**config.mk**
```make
export PLATFORM = sky130hd
export DESIGN_NAME = spanning_tree_port_control_core_flat
export DESIGN_NICKNAME = d
export VERILOG_FILES = /design/src/stpc_pkg.sv /design/src/stpc_in_if.sv /design/src/stpc_out_if.sv /design/src/stpc_ctrl.sv /design/src/stpc_dp.sv /design/src/spanning_tree_port_control_core.sv /design/src/flat_wrapper.sv
export SDC_FILE = /design/constraint.sdc
export NUM_CORES = 1
export LEC_CHECK = 0
export ABC_CLOCK_PERIOD_IN_PS = 13400
export BUFFER_PORTS_ARGS = -buffer_cell sky130_fd_sc_hd__buf_2
export CAP_MARGIN = 20
export CELL_PAD_IN_SITES_DETAIL_PLACEMENT = 1
export CELL_PAD_IN_SITES_GLOBAL_PLACEMENT = 1
export CORE_AREA = 2 2 189 191
export DETAILED_ROUTE_END_ITERATION = 7
export DIE_AREA = 0 0 191 193
export PLACE_DENSITY_LB_ADDON = 0.1
export SLEW_MARGIN = 10
export SYNTH_ARGS = -nofsm -noshare
export SYNTH_HDL_FRONTEND = slang
export SYNTH_SLANG_ARGS = --single-unit
```
**constraint.sdc**
```tcl
create_clock -name i_clk -period 13.4 [get_ports i_clk]
set_clock_uncertainty 0.05 [all_clocks]
set_input_delay 0.67 -clock i_clk [delete_from_list [all_inputs] [get_ports i_clk]]
set_output_delay 0.67 -clock i_clk [all_outputs]
set_load 0.01 [all_outputs]
```
**src/stpc_pkg.sv**
```systemverilog
// ----------------------------------------------------------------------------
// Spanning-tree port control: shared package
// Field widths, mode and register codes, FSM states and the
// controller/datapath command and status words.
// ----------------------------------------------------------------------------
package stpc_pkg;

    localparam int MAX_PORTS_DEF = 16;
    localparam int ADDR_BITS_DEF = 16;

    localparam int MODE_W    = 2;
    localparam int PORT_W    = 5;
    localparam int PATH_W    = 16;
    localparam int CFG_IDX_W = 1;

    typedef enum logic [MODE_W-1:0] {
        MODE_HELLO = 2'd0,
        MODE_FLOOD = 2'd1,
        MODE_START = 2'd2
    } t_mode;

    localparam logic KIND_HELLO = 1'b0;
    localparam logic KIND_FLOOD = 1'b1;

    localparam logic [CFG_IDX_W-1:0] CFG_OWN_ADDRESS = 1'd0;
    localparam logic [CFG_IDX_W-1:0] CFG_PORT_COUNT  = 1'd1;

    typedef enum logic [1:0] {
        ST_IDLE,
        ST_EXEC,
        ST_EMIT
    } t_state;

    // controller -> datapath
    typedef struct packed {
        logic load;   // capture input word, issue neighbor table read
        logic exec;   // apply the word to the view, build the send mask
        logic emit;   // load one packet into the output register
    } t_cmd;

    // datapath -> controller
    typedef struct packed {
        logic empty;     // send mask is all clear
        logic hit;       // send mask bit at the scan index
        logic out_free;  // output register can take a word this cycle
    } t_sts;

    function automatic int cfg_w(input int addr_bits);
        return (addr_bits > PORT_W) ? addr_bits : PORT_W;
    endfunction

endpackage

```
**src/stpc_in_if.sv**
```systemverilog
// ----------------------------------------------------------------------------
// Spanning-tree port control: input channel
// Valid/ready channel carrying one request word.
// ----------------------------------------------------------------------------
interface stpc_in_if #(
    parameter int ADDR_BITS = stpc_pkg::ADDR_BITS_DEF
);
    import stpc_pkg::*;

    logic                 valid;
    logic                 ready;
    logic [MODE_W-1:0]    mode;
    logic [PORT_W-1:0]    arrival_port;
    logic [ADDR_BITS-1:0] adv_root;
    logic [PATH_W-1:0]    adv_path;
    logic [ADDR_BITS-1:0] adv_sender;

    modport source (
        output valid, mode, arrival_port, adv_root, adv_path, adv_sender,
        input  ready
    );

    modport sink (
        input  valid, mode, arrival_port, adv_root, adv_path, adv_sender,
        output ready
    );

endinterface

```
**src/stpc_out_if.sv**
```systemverilog
// ----------------------------------------------------------------------------
// Spanning-tree port control: output channel
// Valid/ready channel carrying one packet word.
// ----------------------------------------------------------------------------
interface stpc_out_if #(
    parameter int ADDR_BITS = stpc_pkg::ADDR_BITS_DEF
);
    import stpc_pkg::*;

    logic                 valid;
    logic                 ready;
    logic [PORT_W-1:0]    out_port;
    logic                 pkt_kind;
    logic [ADDR_BITS-1:0] pkt_root;
    logic [PATH_W-1:0]    pkt_path;
    logic [ADDR_BITS-1:0] pkt_sender;
    logic                 last;

    modport source (
        output valid, out_port, pkt_kind, pkt_root, pkt_path, pkt_sender, last,
        input  ready
    );

    modport sink (
        input  valid, out_port, pkt_kind, pkt_root, pkt_path, pkt_sender, last,
        output ready
    );

endinterface

```
**src/stpc_ctrl.sv**
```systemverilog
// ----------------------------------------------------------------------------
// Spanning-tree port control: controller
// Sequences accept, execute and the port scan that sends packets.
// ----------------------------------------------------------------------------
module stpc_ctrl #(
    parameter int MAX_PORTS = stpc_pkg::MAX_PORTS_DEF
) (
    input  logic                             i_clk,
    input  logic                             i_rst_n,
    input  logic                             i_in_valid,
    output logic                             o_in_ready,
    input  stpc_pkg::t_sts                   i_sts,
    output stpc_pkg::t_cmd                   o_cmd,
    output logic [$clog2(MAX_PORTS+1)-1:0]   o_idx
);
    import stpc_pkg::*;

    localparam int IW = $clog2(MAX_PORTS + 1);

    t_state        r_state, n_state;
    logic [IW-1:0] r_idx,   n_idx;

    always_ff @(posedge i_clk) begin
        if (!i_rst_n) begin
            r_state <= ST_IDLE;
            r_idx   <= '0;
        end else begin
            r_state <= n_state;
            r_idx   <= n_idx;
        end
    end

    always_comb begin
        n_state    = r_state;
        n_idx      = r_idx;
        o_cmd      = '0;
        o_in_ready = 1'b0;
        case (r_state)
            ST_IDLE: begin
                o_in_ready = 1'b1;
                if (i_in_valid) begin
                    o_cmd.load = 1'b1;
                    n_state    = ST_EXEC;
                end
            end
            ST_EXEC: begin
                o_cmd.exec = 1'b1;
                n_idx      = '0;
                n_state    = ST_EMIT;
            end
            ST_EMIT: begin
                if (i_sts.empty) begin
                    n_state = ST_IDLE;
                end else if (i_sts.hit) begin
                    if (i_sts.out_free) begin
                        o_cmd.emit = 1'b1;
                        n_idx      = r_idx + IW'(1);
                    end
                end else begin
                    n_idx = r_idx + IW'(1);
                end
            end
            default: begin
                n_state = ST_IDLE;
            end
        endcase
    end

    assign o_idx = r_idx;

endmodule

```
**src/stpc_dp.sv**
```systemverilog
// ----------------------------------------------------------------------------
// Spanning-tree port control: datapath
// Config registers, tree view, neighbor table, send mask, output register.
// ----------------------------------------------------------------------------
module stpc_dp #(
    parameter int MAX_PORTS = stpc_pkg::MAX_PORTS_DEF,
    parameter int ADDR_BITS = stpc_pkg::ADDR_BITS_DEF
) (
    input  logic                                   i_clk,
    input  logic                                   i_rst_n,
    input  logic                                   i_cfg_we,
    input  logic [stpc_pkg::CFG_IDX_W-1:0]         i_cfg_idx,
    input  logic [stpc_pkg::cfg_w(ADDR_BITS)-1:0]  i_cfg_data,
    input  stpc_pkg::t_cmd                         i_cmd,
    input  logic [$clog2(MAX_PORTS+1)-1:0]         i_idx,
    output stpc_pkg::t_sts                         o_sts,
    input  logic [stpc_pkg::MODE_W-1:0]            i_mode,
    input  logic [stpc_pkg::PORT_W-1:0]            i_arrival_port,
    input  logic [ADDR_BITS-1:0]                   i_adv_root,
    input  logic [stpc_pkg::PATH_W-1:0]            i_adv_path,
    input  logic [ADDR_BITS-1:0]                   i_adv_sender,
    output logic                                   o_valid,
    input  logic                                   i_ready,
    output logic [stpc_pkg::PORT_W-1:0]            o_out_port,
    output logic                                   o_pkt_kind,
    output logic [ADDR_BITS-1:0]                   o_pkt_root,
    output logic [stpc_pkg::PATH_W-1:0]            o_pkt_path,
    output logic [ADDR_BITS-1:0]                   o_pkt_sender,
    output logic                                   o_last
);
    import stpc_pkg::*;

    localparam int IW = $clog2(MAX_PORTS + 1);
    localparam int AW = (MAX_PORTS > 1) ? $clog2(MAX_PORTS) : 1;
    localparam int EW = (IW > PORT_W) ? IW : PORT_W;
    localparam int NP = MAX_PORTS + 1;
    localparam logic [ADDR_BITS-1:0] INVALID_ADDR = {ADDR_BITS{1'b1}};

    // config
    logic [ADDR_BITS-1:0] r_own;
    logic [PORT_W-1:0]    r_pcnt;

    // captured request
    logic [MODE_W-1:0]    r_mode;
    logic [PORT_W-1:0]    r_port;
    logic [ADDR_BITS-1:0] r_root;
    logic [PATH_W-1:0]    r_path;
    logic [ADDR_BITS-1:0] r_sender;

    // tree view
    logic [ADDR_BITS-1:0] r_best;
    logic [PATH_W-1:0]    r_dist;
    logic [ADDR_BITS-1:0] r_parent;
    logic [MAX_PORTS-1:0] r_blk;

    // neighbor table, valid bits stand in for the reset fill
    logic [ADDR_BITS-1:0] mem_nbr [MAX_PORTS];
    logic [MAX_PORTS-1:0] r_vld;
    logic [ADDR_BITS-1:0] r_rd_data;

    // send mask and packet kind for the current word
    logic [NP-1:0]        r_elig;
    logic                 r_kind;

    // output register
    logic                 r_out_valid;
    logic [PORT_W-1:0]    r_out_port;
    logic                 r_out_kind;
    logic [ADDR_BITS-1:0] r_out_root;
    logic [PATH_W-1:0]    r_out_path;
    logic [ADDR_BITS-1:0] r_out_sender;
    logic                 r_out_last;

    logic [IW-1:0]        w_n;
    logic [EW-1:0]        w_n_e;
    logic [EW-1:0]        w_port_e;
    logic [AW-1:0]        w_a;
    logic                 w_port_ok;
    logic [MAX_PORTS-1:0] w_low;
    logic [MAX_PORTS-1:0] w_self;
    logic [NP-1:0]        w_user;
    logic [NP-1:0]        w_flood;
    logic [NP-1:0]        w_hellos;
    logic [NP-1:0]        w_elig_clr;
    logic [PATH_W-1:0]    w_p1;
    logic                 w_learned;
    logic                 w_chg;
    logic [ADDR_BITS-1:0] w_best;
    logic [PATH_W-1:0]    w_dist;
    logic [ADDR_BITS-1:0] w_par;
    logic                 w_block;
    logic                 w_out_free;

    // effective port count, clamped to the table size
    always_comb begin
        if (EW'(r_pcnt) > EW'(MAX_PORTS)) begin
            w_n = IW'(MAX_PORTS);
        end else begin
            w_n = IW'(r_pcnt);
        end
    end

    assign w_n_e     = EW'(w_n);
    assign w_port_e  = EW'(r_port);
    assign w_a       = AW'(r_port);
    assign w_port_ok = w_port_e < w_n_e;

    always_comb begin
        for (int j = 0; j < MAX_PORTS; j++) begin
            w_low[j]  = EW'(j) < w_n_e;
            w_self[j] = w_port_e == EW'(j);
        end
        for (int j = 0; j < NP; j++) begin
            w_user[j] = EW'(j) == w_n_e;
        end
    end

    assign w_hellos = {1'b0, w_low};
    assign w_flood  = {1'b0, w_low & ~r_blk & ~w_self}
                    | ((w_port_e != w_n_e) ? w_user : '0);

    // hello evaluation: root, then path, then sender order
    assign w_p1      = (r_path == {PATH_W{1'b1}}) ? r_path : r_path + PATH_W'(1);
    assign w_learned = r_vld[w_a] && (r_rd_data != INVALID_ADDR);

    always_comb begin
        w_best = r_best;
        w_dist = r_dist;
        w_par  = r_parent;
        w_chg  = 1'b0;
        if (r_root < r_best) begin
            w_best = r_root;
            w_dist = w_p1;
            w_par  = r_sender;
            w_chg  = 1'b1;
        end else if (r_root == r_best && w_p1 < r_dist) begin
            w_dist = w_p1;
            w_par  = r_sender;
            w_chg  = 1'b1;
        end else if (r_root == r_best && w_p1 == r_dist && r_sender < r_parent) begin
            w_par  = r_sender;
            w_chg  = 1'b1;
        end
    end

    // child test without wrap
    assign w_block = !((r_sender == w_par) ||
                       (r_root == w_best &&
                        {1'b0, r_path} == ({1'b0, w_dist} + (PATH_W+1)'(1))));

    always_comb begin
        w_elig_clr = r_elig;
        w_elig_clr[i_idx] = 1'b0;
    end

    assign w_out_free = !r_out_valid || i_ready;

    always_ff @(posedge i_clk) begin
        if (!i_rst_n) begin
            r_own       <= '0;
            r_pcnt      <= '0;
            r_best      <= '0;
            r_dist      <= '0;
            r_parent    <= '0;
            r_blk       <= '0;
            r_vld       <= '0;
            r_elig      <= '0;
            r_kind      <= KIND_HELLO;
            r_out_valid <= 1'b0;
        end else begin
            if (i_cfg_we) begin
                case (i_cfg_idx)
                    CFG_OWN_ADDRESS: r_own  <= i_cfg_data[ADDR_BITS-1:0];
                    CFG_PORT_COUNT:  r_pcnt <= i_cfg_data[PORT_W-1:0];
                    default: ;
                endcase
            end

            if (i_cmd.exec) begin
                r_elig <= '0;
                r_kind <= KIND_HELLO;
                case (t_mode'(r_mode))
                    MODE_HELLO: begin
                        if (w_port_ok) begin
                            r_best     <= w_best;
                            r_dist     <= w_dist;
                            r_parent   <= w_par;
                            r_blk[w_a] <= w_block;
                            if (!w_learned) begin
                                r_vld[w_a] <= 1'b1;
                            end
                            if (w_chg) begin
                                r_elig <= w_hellos;
                            end
                        end
                    end
                    MODE_FLOOD: begin
                        r_elig <= w_flood;
                        r_kind <= KIND_FLOOD;
                    end
                    MODE_START: begin
                        r_best   <= r_own;
                        r_parent <= r_own;
                        r_dist   <= '0;
                        r_blk    <= '0;
                        r_vld    <= '0;
                        r_elig   <= w_hellos;
                    end
                    default: ;
                endcase
            end else if (i_cmd.emit) begin
                r_elig <= w_elig_clr;
            end

            if (i_cmd.emit) begin
                r_out_valid <= 1'b1;
            end else if (i_ready) begin
                r_out_valid <= 1'b0;
            end
        end
    end

    // request capture and output payload, no reset needed
    always_ff @(posedge i_clk) begin
        if (i_cmd.load) begin
            r_mode   <= i_mode;
            r_port   <= i_arrival_port;
            r_root   <= i_adv_root;
            r_path   <= i_adv_path;
            r_sender <= i_adv_sender;
        end
        if (i_cmd.emit) begin
            r_out_port   <= PORT_W'(i_idx);
            r_out_kind   <= r_kind;
            r_out_root   <= r_best;
            r_out_path   <= r_dist;
            r_out_sender <= r_own;
            r_out_last   <= (w_elig_clr == '0);
        end
    end

    // neighbor table memory
    always_ff @(posedge i_clk) begin
        if (i_cmd.load) begin
            r_rd_data <= mem_nbr[AW'(i_arrival_port)];
        end
        if (i_cmd.exec && t_mode'(r_mode) == MODE_HELLO && w_port_ok && !w_learned) begin
            mem_nbr[w_a] <= r_sender;
        end
    end

    assign o_sts.empty    = (r_elig == '0);
    assign o_sts.hit      = r_elig[i_idx];
    assign o_sts.out_free = w_out_free;

    assign o_valid      = r_out_valid;
    assign o_out_port   = r_out_port;
    assign o_pkt_kind   = r_out_kind;
    assign o_pkt_root   = r_out_root;
    assign o_pkt_path   = r_out_path;
    assign o_pkt_sender = r_out_sender;
    assign o_last       = r_out_last;

endmodule

```
**src/spanning_tree_port_control_core.sv**
```systemverilog
// A request word is taken in the idle state and applied in the next cycle, then
//   the port scan sends at most one packet word per cycle while the output
//   register is free. A new request is taken only once the scan over ports
//   0..port count (one position a cycle, held by output stalls) clears the mask.
// Reset (synchronous, active low) clears config, tree view, blocked marks and
//   neighbor valid bits at once; no clearing pass is needed.
// ----------------------------------------------------------------------------
// Spanning-tree port control core
// Root election and per-port open/blocked control for one bridge, sending
// hello and flood packets on the port scan.
// ----------------------------------------------------------------------------
module spanning_tree_port_control_core #(
    parameter int MAX_PORTS = stpc_pkg::MAX_PORTS_DEF,
    parameter int ADDR_BITS = stpc_pkg::ADDR_BITS_DEF
) (
    input  logic                                   i_clk,
    input  logic                                   i_rst_n,
    input  logic                                   i_cfg_we,
    input  logic [stpc_pkg::CFG_IDX_W-1:0]         i_cfg_idx,
    input  logic [stpc_pkg::cfg_w(ADDR_BITS)-1:0]  i_cfg_data,
    stpc_in_if.sink                                i_req,
    stpc_out_if.source                             o_pkt
);
    import stpc_pkg::*;

    localparam int IW = $clog2(MAX_PORTS + 1);

    // Controller and datapath talk only through these words:
    //   cmd.load  - capture the request word and read the neighbor entry
    //   cmd.exec  - update root/path/parent, set the blocked mark,
    //               build the mask of ports to send on
    //   cmd.emit  - move one packet into the output register
    t_cmd          w_cmd;
    t_sts          w_sts;
    logic [IW-1:0] w_idx;
    logic          w_ready;

    assign i_req.ready = w_ready;

    stpc_ctrl #(
        .MAX_PORTS (MAX_PORTS)
    ) u_ctrl (
        .i_clk      (i_clk),
        .i_rst_n    (i_rst_n),
        .i_in_valid (i_req.valid),
        .o_in_ready (w_ready),
        .i_sts      (w_sts),
        .o_cmd      (w_cmd),
        .o_idx      (w_idx)
    );

    // The send mask has one bit per neighbor port plus one for the user port.
    // The scan walks it from port 0 up; the word that clears the last set bit
    // is flagged last. Packets carry the view as it stands after the update.
    stpc_dp #(
        .MAX_PORTS (MAX_PORTS),
        .ADDR_BITS (ADDR_BITS)
    ) u_dp (
        .i_clk          (i_clk),
        .i_rst_n        (i_rst_n),
        .i_cfg_we       (i_cfg_we),
        .i_cfg_idx      (i_cfg_idx),
        .i_cfg_data     (i_cfg_data),
        .i_cmd          (w_cmd),
        .i_idx          (w_idx),
        .o_sts          (w_sts),
        .i_mode         (i_req.mode),
        .i_arrival_port (i_req.arrival_port),
        .i_adv_root     (i_req.adv_root),
        .i_adv_path     (i_req.adv_path),
        .i_adv_sender   (i_req.adv_sender),
        .o_valid        (o_pkt.valid),
        .i_ready        (o_pkt.ready),
        .o_out_port     (o_pkt.out_port),
        .o_pkt_kind     (o_pkt.pkt_kind),
        .o_pkt_root     (o_pkt.pkt_root),
        .o_pkt_path     (o_pkt.pkt_path),
        .o_pkt_sender   (o_pkt.pkt_sender),
        .o_last         (o_pkt.last)
    );

    // Each accepted word is applied in the very next cycle.
    a_accept_exec: assert property (@(posedge i_clk) disable iff (!i_rst_n)
        (i_req.valid && i_req.ready) |=> w_cmd.exec)
        else $error("accepted word not applied in next cycle");

    // A new word is only taken once the previous word's sends are all out.
    a_ready_empty: assert property (@(posedge i_clk) disable iff (!i_rst_n)
        i_req.ready |-> w_sts.empty)
        else $error("input ready while send mask still pending");

    // An emitted packet shows up on the output in the following cycle.
    a_emit_valid: assert property (@(posedge i_clk) disable iff (!i_rst_n)
        w_cmd.emit |=> o_pkt.valid)
        else $error("emitted packet missing from output register");

endmodule

```
**src/flat_wrapper.sv**
```systemverilog
// flat-port wrapper written by rule: the top's interface ports become plain ports
module spanning_tree_port_control_core_flat import stpc_pkg::*;
#(
    parameter int MAX_PORTS = stpc_pkg::MAX_PORTS_DEF,
    parameter int ADDR_BITS = stpc_pkg::ADDR_BITS_DEF
)
  (i_clk, i_rst_n, i_cfg_we, i_cfg_idx, i_cfg_data, i_req_valid, i_req_mode, i_req_arrival_port, i_req_adv_root, i_req_adv_path, i_req_adv_sender, i_req_ready, o_pkt_valid, o_pkt_out_port, o_pkt_pkt_kind, o_pkt_pkt_root, o_pkt_pkt_path, o_pkt_pkt_sender, o_pkt_last, o_pkt_ready);
  stpc_in_if #(.ADDR_BITS(ADDR_BITS)) i_req_i ();
  stpc_out_if #(.ADDR_BITS(ADDR_BITS)) o_pkt_i ();
  input  logic i_clk;
  input  logic i_rst_n;
  input  logic i_cfg_we;
  input  logic [stpc_pkg::CFG_IDX_W-1:0] i_cfg_idx;
  input  logic [stpc_pkg::cfg_w(ADDR_BITS)-1:0] i_cfg_data;
  input wire logic [$bits(i_req_i.valid)-1:0] i_req_valid;
  input wire logic [$bits(i_req_i.mode)-1:0] i_req_mode;
  input wire logic [$bits(i_req_i.arrival_port)-1:0] i_req_arrival_port;
  input wire logic [$bits(i_req_i.adv_root)-1:0] i_req_adv_root;
  input wire logic [$bits(i_req_i.adv_path)-1:0] i_req_adv_path;
  input wire logic [$bits(i_req_i.adv_sender)-1:0] i_req_adv_sender;
  output wire logic [$bits(i_req_i.ready)-1:0] i_req_ready;
  output wire logic [$bits(o_pkt_i.valid)-1:0] o_pkt_valid;
  output wire logic [$bits(o_pkt_i.out_port)-1:0] o_pkt_out_port;
  output wire logic [$bits(o_pkt_i.pkt_kind)-1:0] o_pkt_pkt_kind;
  output wire logic [$bits(o_pkt_i.pkt_root)-1:0] o_pkt_pkt_root;
  output wire logic [$bits(o_pkt_i.pkt_path)-1:0] o_pkt_pkt_path;
  output wire logic [$bits(o_pkt_i.pkt_sender)-1:0] o_pkt_pkt_sender;
  output wire logic [$bits(o_pkt_i.last)-1:0] o_pkt_last;
  input wire logic [$bits(o_pkt_i.ready)-1:0] o_pkt_ready;
  assign i_req_i.valid = i_req_valid;
  assign i_req_i.mode = i_req_mode;
  assign i_req_i.arrival_port = i_req_arrival_port;
  assign i_req_i.adv_root = i_req_adv_root;
  assign i_req_i.adv_path = i_req_adv_path;
  assign i_req_i.adv_sender = i_req_adv_sender;
  assign i_req_ready = i_req_i.ready;
  assign o_pkt_valid = o_pkt_i.valid;
  assign o_pkt_out_port = o_pkt_i.out_port;
  assign o_pkt_pkt_kind = o_pkt_i.pkt_kind;
  assign o_pkt_pkt_root = o_pkt_i.pkt_root;
  assign o_pkt_pkt_path = o_pkt_i.pkt_path;
  assign o_pkt_pkt_sender = o_pkt_i.pkt_sender;
  assign o_pkt_last = o_pkt_i.last;
  assign o_pkt_i.ready = o_pkt_ready;
  spanning_tree_port_control_core #(.MAX_PORTS(MAX_PORTS), .ADDR_BITS(ADDR_BITS)) u_core (.i_clk(i_clk), .i_rst_n(i_rst_n), .i_cfg_we(i_cfg_we), .i_cfg_idx(i_cfg_idx), .i_cfg_data(i_cfg_data), .i_req(i_req_i), .o_pkt(o_pkt_i));
endmodule
```
Word-level counts from Yosys, hierarchy flattened
Index checks and enable logic that the tools add are counted.
{"block": "totals", "regBits": 221, "wordCells": 180, "out_inout_bits": 57, "input_bits": 77}
{"block": "op_classes", "reduce_logical": 25, "n_eq_ne": 47, "n_addsub": 3, "n_bitwise": 8, "n_lt_le_gt_ge": 25, "mux": 50}
{"cell": "$mux W16", "n": 13}
{"cell": "$pmux W16 S2", "n": 4}
{"cell": "$eq A16 B16 Y1", "n": 4}
{"cell": "$mux W17", "n": 3}
{"cell": "$pmux W17 S3", "n": 1}
{"cell": "$lt A16 B16 Y1", "n": 3}
{"cell": "$eq A4 B5 Y1 const A", "n": 8}
{"cell": "$eq A5 B4 Y1 const B", "n": 8}
{"cell": "$lt A4 B5 Y1 const A", "n": 8}
{"cell": "$logic_not A17 Y1", "n": 2}
{"cell": "$and A16 B16 Y16", "n": 2}
{"cell": "$not A16 Y16", "n": 2}
{"cell": "$eq A3 B5 Y1 const A", "n": 4}
{"cell": "$eq A5 B3 Y1 const B", "n": 4}
{"cell": "$lt A3 B5 Y1 const A", "n": 4}
{"cell": "$mux W5", "n": 4}
{"cell": "$add A16 B1 Y17 const B", "n": 1}
{"cell": "$and A17 B17 Y17", "n": 1}
{"cell": "$eq A16 B17 Y1", "n": 1}
{"cell": "$mux W1", "n": 17}
{"cell": "$not A17 Y17", "n": 1}
{"cell": "$or A16 B17 Y17", "n": 1}
{"cell": "$add A16 B1 Y16 const B", "n": 1}
{"cell": "$bwmux W16", "n": 1}
{"cell": "other kinds (35)", "n": 60}

Logic depth before layout (Yosys ltp)
{"block": "logic_depth", "word_depth": 14, "depth_mapped": 29, "mapped_depth_nobuf": 24}

Cells and area by module
A second synthesis with hierarchy kept.
{"block": "unflattened", "hier_cells": 1318, "hier_area_um2": 12333.1}
{"module": "stpc_dp", "cells_each": 1271, "seq_area_each_um2": 5385.2, "n_inst": 1, "area_per_inst_um2": 11930.2}
{"module": "stpc_ctrl", "cells_each": 47, "seq_area_each_um2": 140.1, "n_inst": 1, "area_per_inst_um2": 402.9}

Worst setup path after synthesis
OpenSTA, ideal clock, no wires.
{"block": "synth_path", "path_kind": "reg-to-reg", "from": "register u_core.u_dp.r_path[6]", "to": "register u_core.u_dp.r_blk[0]", "stages_incl_launch_ff": 28, "path_slack_ns": 7.057, "arrival_time_ns": 6.162, "required_ns": 13.219, "setup_ns": 0.131, "n_path_buf": 5, "period_less_slack_ns": 6.343, "path_cell_list": "edfxtp_1 buf_4 nand4_4 or3_1 buf_6 nor3_1 and3_1 mux2_2 ha_1 nand4_1 nor3_1 a2111oi_4 nor2_1 clkbuf_1 clkbuf_1 nor2_1 a21oi_1 ha_1 and3_1 nand3_1 nor3_1 a31o_4 nand2_2 xnor2_1 or4b_4 o41ai_4 buf_6 o21ai_2"}
{"block": "synth_via", "elab_chain_cells": 14, "word_cells_on_any_way": 22, "cone_classes": "add/sub: 2; order compare: 1; eq/ne: 4; mux: 9; reduce/logical: 6"}
{"item": "start: declaration", "line": "stpc_dp.sv:47", "source": "logic [PATH_W-1:0] r_path;"}
{"item": "start signal: assignment", "line": "stpc_dp.sv:229", "source": "r_path <= i_adv_path;"}
{"item": "$add A16 B1 Y16 / $eq A16 B16 Y1 (equally long branches)", "line": "stpc_dp.sv:123", "source": "assign w_p1 = (r_path == {PATH_W{1'b1}}) ? r_path : r_path + PATH_W'(1);"}
{"item": "$mux W16", "line": "stpc_dp.sv:123"}
{"item": "$lt A16 B16 Y1 / $eq A16 B16 Y1 (equally long branches)", "line": "stpc_dp.sv:136, stpc_dp.sv:140"}
{"item": "$logic_and A1 B1 Y1, on equally long branches", "line": "stpc_dp.sv:136, stpc_dp.sv:140"}
{"item": "$mux W16 / $logic_and A1 B1 Y1 (equally long branches)", "line": "stpc_dp.sv:136, stpc_dp.sv:140"}
{"item": "$mux W16, on equally long branches", "line": "stpc_dp.sv:131, stpc_dp.sv:140"}
{"item": "$add A16 B1 Y17 / $mux W16 (equally long branches)", "line": "stpc_dp.sv:149, stpc_dp.sv:136"}
{"item": "$eq A16 B17 Y1 / $mux W16 (equally long branches)", "line": "stpc_dp.sv:149, stpc_dp.sv:131"}
{"item": "$logic_and A1 B1 Y1 / $eq A16 B16 Y1 (equally long branches)", "line": "stpc_dp.sv:148, stpc_dp.sv:147"}
{"item": "$logic_or A1 B1 Y1 (*)", "line": "stpc_dp.sv:147", "source": "assign w_block = !((r_sender == w_par) ||"}
{"item": "$logic_not A1 Y1 (*)", "line": "stpc_dp.sv:147"}
{"item": "$bwmux W16 (*)", "line": "stpc_dp.sv:188", "source": "r_blk[w_a] <= w_block;"}
{"item": "$mux W16 (*)", "line": "stpc_dp.sv:184", "source": "if (w_port_ok) begin"}
{"item": "$pmux W16 S2 (*)", "line": "stpc_dp.sv:182", "source": "case (t_mode'(r_mode))"}
{"item": "end signal: indexed assignment", "line": "stpc_dp.sv:188"}
{"item": "end: declaration", "line": "stpc_dp.sv:54", "source": "logic [MAX_PORTS-1:0] r_blk;"}
Mark *: on every way between the ends. The rest lies on a longest branch, timed or not. The select of a mux whose other input is x is not followed.
A chain may end at the register's enable or synchronous reset.

Final worst setup path
{"block": "layout_path", "from": "register u_core.u_dp.r_path[0]", "to": "register u_core.u_dp.r_blk[1]"}
Same word-level chain as after synthesis.

==> metrics.md <==
| Metric | Value |
|---|---|
| Status | `complete, no violations` |
| Gr ovfl total | `0` |
| Max-slew headroom | `31.77%` |
| Ys async rst share | `0%` |
| Netlist Area Pre-Place | `12080 µm²` |
| Post-synth cell types | `87` |
| Synth Register Bits | `221` |
| Clock Pin Slew Worst Setup and Hold Paths | `0.06 ns` |
| Hold Path Depth | `1` |
| Synth area leaders | `edfxtp_1 (27%), dfxtp_1 (18%), ha_1 (6.0%)` |
| Initial core utilization | `34.54%` |
| Top FF cell, synth | `dfxtp_1` |
| IO Port Bufs | `133` |
| P per Cell Area | `117.8 nW/µm²` |
| Hold_buf cts | `0` |
| Max Root-Sink Buffers | `3` |
| Post-layout minimum cycle time | `7.107 ns` |
| Critical Path RT | `13.77 ns` |
| Yosys warns | `0` |
| Startpoint types | `register` |
| Net count, final | `1509` |
| Final antenna-violating net count | `0` |
| Via count of the first global-routing pass | `10330` |
| GP Congestion | `0.8419` |
| Global-route met1 utilization | `29.98%` |
| Critical Path Sink Type | `register` |
| Fin. max-slew vios | `0` |
| Clock Latency Late Sink | `0.55 ns` |
| Non-Filler Instances | `1856` |
| Max reg flops | `17` |
| DIE AREA | `36860 µm²` |
| CTS Root Cell | `clkbuf_16` |
| Max_cap viols | `0` |
| Met3 Track Usage GR | `2.643%` |
| Routed vias/inst | `5.546` |
| Synthesized area per cell | `9.623 µm²` |
| Final hold violations | `0` |
| Pin count of the biggest net entering global routing | `59` |
| IO Pins | `134` |
| Global route hottest layer | `met2` |
| Inserted Clock Buffers | `27` |
| Max VDD drop | `0.00009866 V` |
| Setup bufs post-CTS | `0` |
| Core ar. | `34960 µm²` |
| Worst min path class | `in -> reg` |
| R2R depth | `24` |
| Setup TNS | `0 ns` |
| Share of the synthesized area in the top cell type | `27.35%` |
| HPWL Detailed | `28.94 mm` |
| Max Fclk | `0.1407 GHz` |
| Post-synth EDFFs | `110` |
| Detailed Route WL | `39.58 mm` |
| Via count | `10290` |
| DR DRC count | `0` |
| Proportion of layout cells with a drive suffix above 1 | `17.85%` |
| Leak Pwr | `0.005161 µW` |
| Final setup viols | `0` |
| Global-route wire length before repair | `61.30 mm` |
| RSZ-0062 raised after global routing | `false` |
| Biggest register | `u_core.u_dp.r_elig` |
| GRT Util Overall | `21.52%` |
| Fillers | `4007` |
| Initial antenna violation count | `0` |
| Sequential cell area fraction in the yosys report | `45.75%` |
| Post-CTS Resized | `0` |
| Kind of critical path | `reg -> reg` |
| Worst-Margin Slew | `1.010 ns` |
| H-tree Lvls | `1` |
| Clk sinks | `221` |
| DP Cell Count | `1805` |
| Yosys top cell by area | `edfxtp_1` |
| M2 GR Usage | `35.63%` |
| WL/cell | `21.33 µm` |
| Detailed Route Iter0 Violations | `651` |
| Site Rows | `69` |
| Worst path arrival time | `7.48 ns` |
| X dimension of the die | `191 µm` |
| TritonCTS clock tree | `yes` |
| Synth Net Count | `1390` |
| Area Overhead vs Synth | `16.25%` |
| Drt first pass iters | `7` |
| Antenna Cells | `0` |
| Mapped Cells | `1255` |
| Final Cycle Share | `53.04%` |
| Worst reg-to-reg setup slack | `6.29 ns` |
| CP Max Fanout | `16` |
| Die H | `193 µm` |
==> synth_stat cells (all sizes together), types with 36 or more instances <==
master	n
nor2	91
o21ai	61
inv	75
nand2	149
nor3	36
a21oi	56
nand3	57
clkbuf	50
ha	58
dfxtp	111
edfxtp	110
==> layout by cell type (no fill, tap or decap), types with 13 or more instances in the layout <==
cell	instances
nand2b_1	17
nor3_1	31
a31oi_1	13
xor2_1	31
edfxtp_1	110
a22oi_1	19
a222oi_1	32
xnor2_1	29
nor2b_1	16
o31ai_1	13
clkbuf_16	27
a21boi_0	24
nand2_1	146
nand3_1	57
ha_1	58
dfxtp_1	111
nor4_1	14
and3_1	13
buf_2	133
inv_1	74
buf_4	20
o21ai_0	50
nand4_1	29
nor2_1	91
a21oi_1	55
==> cells by family (layout without fill, tap and decap cells) <==
| group | count (synthesis) | after routing | share of synthesized area [%] |
|---|---|---|---|
| and+or+nand+nor | 455 | 455 | 18.45 |
| AOI/OAI and AO/OA | 307 | 307 | 18.77 |
| DFF | 221 | 221 | 45.75 |
| buffers and inverters | 138 | 278 | 4.704 |
| xor gates and xnor gates | 63 | 63 | 4.755 |
| adders and majority gates | 58 | 58 | 6.009 |
| muxes | 13 | 13 | 1.554 |
==> report_power, final <==
group          switching (µW)  internal [µW]
Sequential               36.5            734
Combinational             118           71.3
Clock                     292            402
Total                     447           1210
==> worst paths after layout <==
check / end / startpoint
worst max-delay path: u_core.u_dp.r_blk[1]$_SDFFE_PN0P_ / u_core.u_dp.r_path[0]$_DFFE_PP_
worst max register to register: u_core.u_dp.r_blk[1]$_SDFFE_PN0P_ / u_core.u_dp.r_path[0]$_DFFE_PP_
worst min register to register: u_core.u_dp.o_pkt_kind$_DFFE_PP_ / u_core.u_dp.r_kind$_SDFFE_PN0P_
worst min-delay path: u_core.u_dp.r_mode[1]$_DFFE_PP_ / i_req_mode[1]
==> area by class of cell <==
type / count / area, µm² / share of cell area, %
clock inverter: 10 / 70.07 / 0.4991
sequential: 221 / 5525 / 39.36
timing repair buffer: 153 / 815.8 / 5.811
tap: 461 / 576.8 / 4.109
multi-input combinational: 896 / 5995 / 42.70
clock buffer: 40 / 774.5 / 5.517
inverter: 75 / 281.5 / 2.005
==> through the flow <==
step                      hold slack (ns)  util [%]  instance area [µm²]  power [µW]  setup slack [ns]
after global placement             0.3657     37.69                13180       973.2             6.557
after floorplan                    0.3564         -                12080       899.4             7.057
after global routing               0.2119     40.15                14040        1727             5.671
final                              0.2433     40.15                14040        1654             6.293
after CTS                          0.2141     40.13                14030        1678             6.324
after detailed placement           0.3700     37.71                13190       974.9             6.362
==> worst max-delay path: stages (launching register included) <==
cell and delay (ns):
edfxtp_1 0.50, ha_1 0.43, nand3_1 0.34, nor4_2 0.54, a21oi_1 0.17, xor2_1 0.25, ha_1 0.29, a21oi_1 0.12
o21ai_0 0.18, o2bb2ai_1 0.22, a2111oi_4 0.57, nor2_1 0.12, buf_4 0.21, o21ai_0 0.24, ha_1 0.36, and3_1 0.29
nand3_1 0.11, nor3_1 0.24, a31o_4 0.18, nand2_2 0.06, xnor2_1 0.14, or4b_4 0.52, o41ai_4 0.37, buf_4 0.34
o31ai_1 0.12
==> routing by layer <==
metal	vias up	share of wire (%)	wire length (µm)
met5	-	0	0
met4	0	1.9	761
met3	45	3.9	1548
met2	223	46	18340
met1	5121	48	18940
li1	4904	-	-
Power figures use the tool's default switching activity.
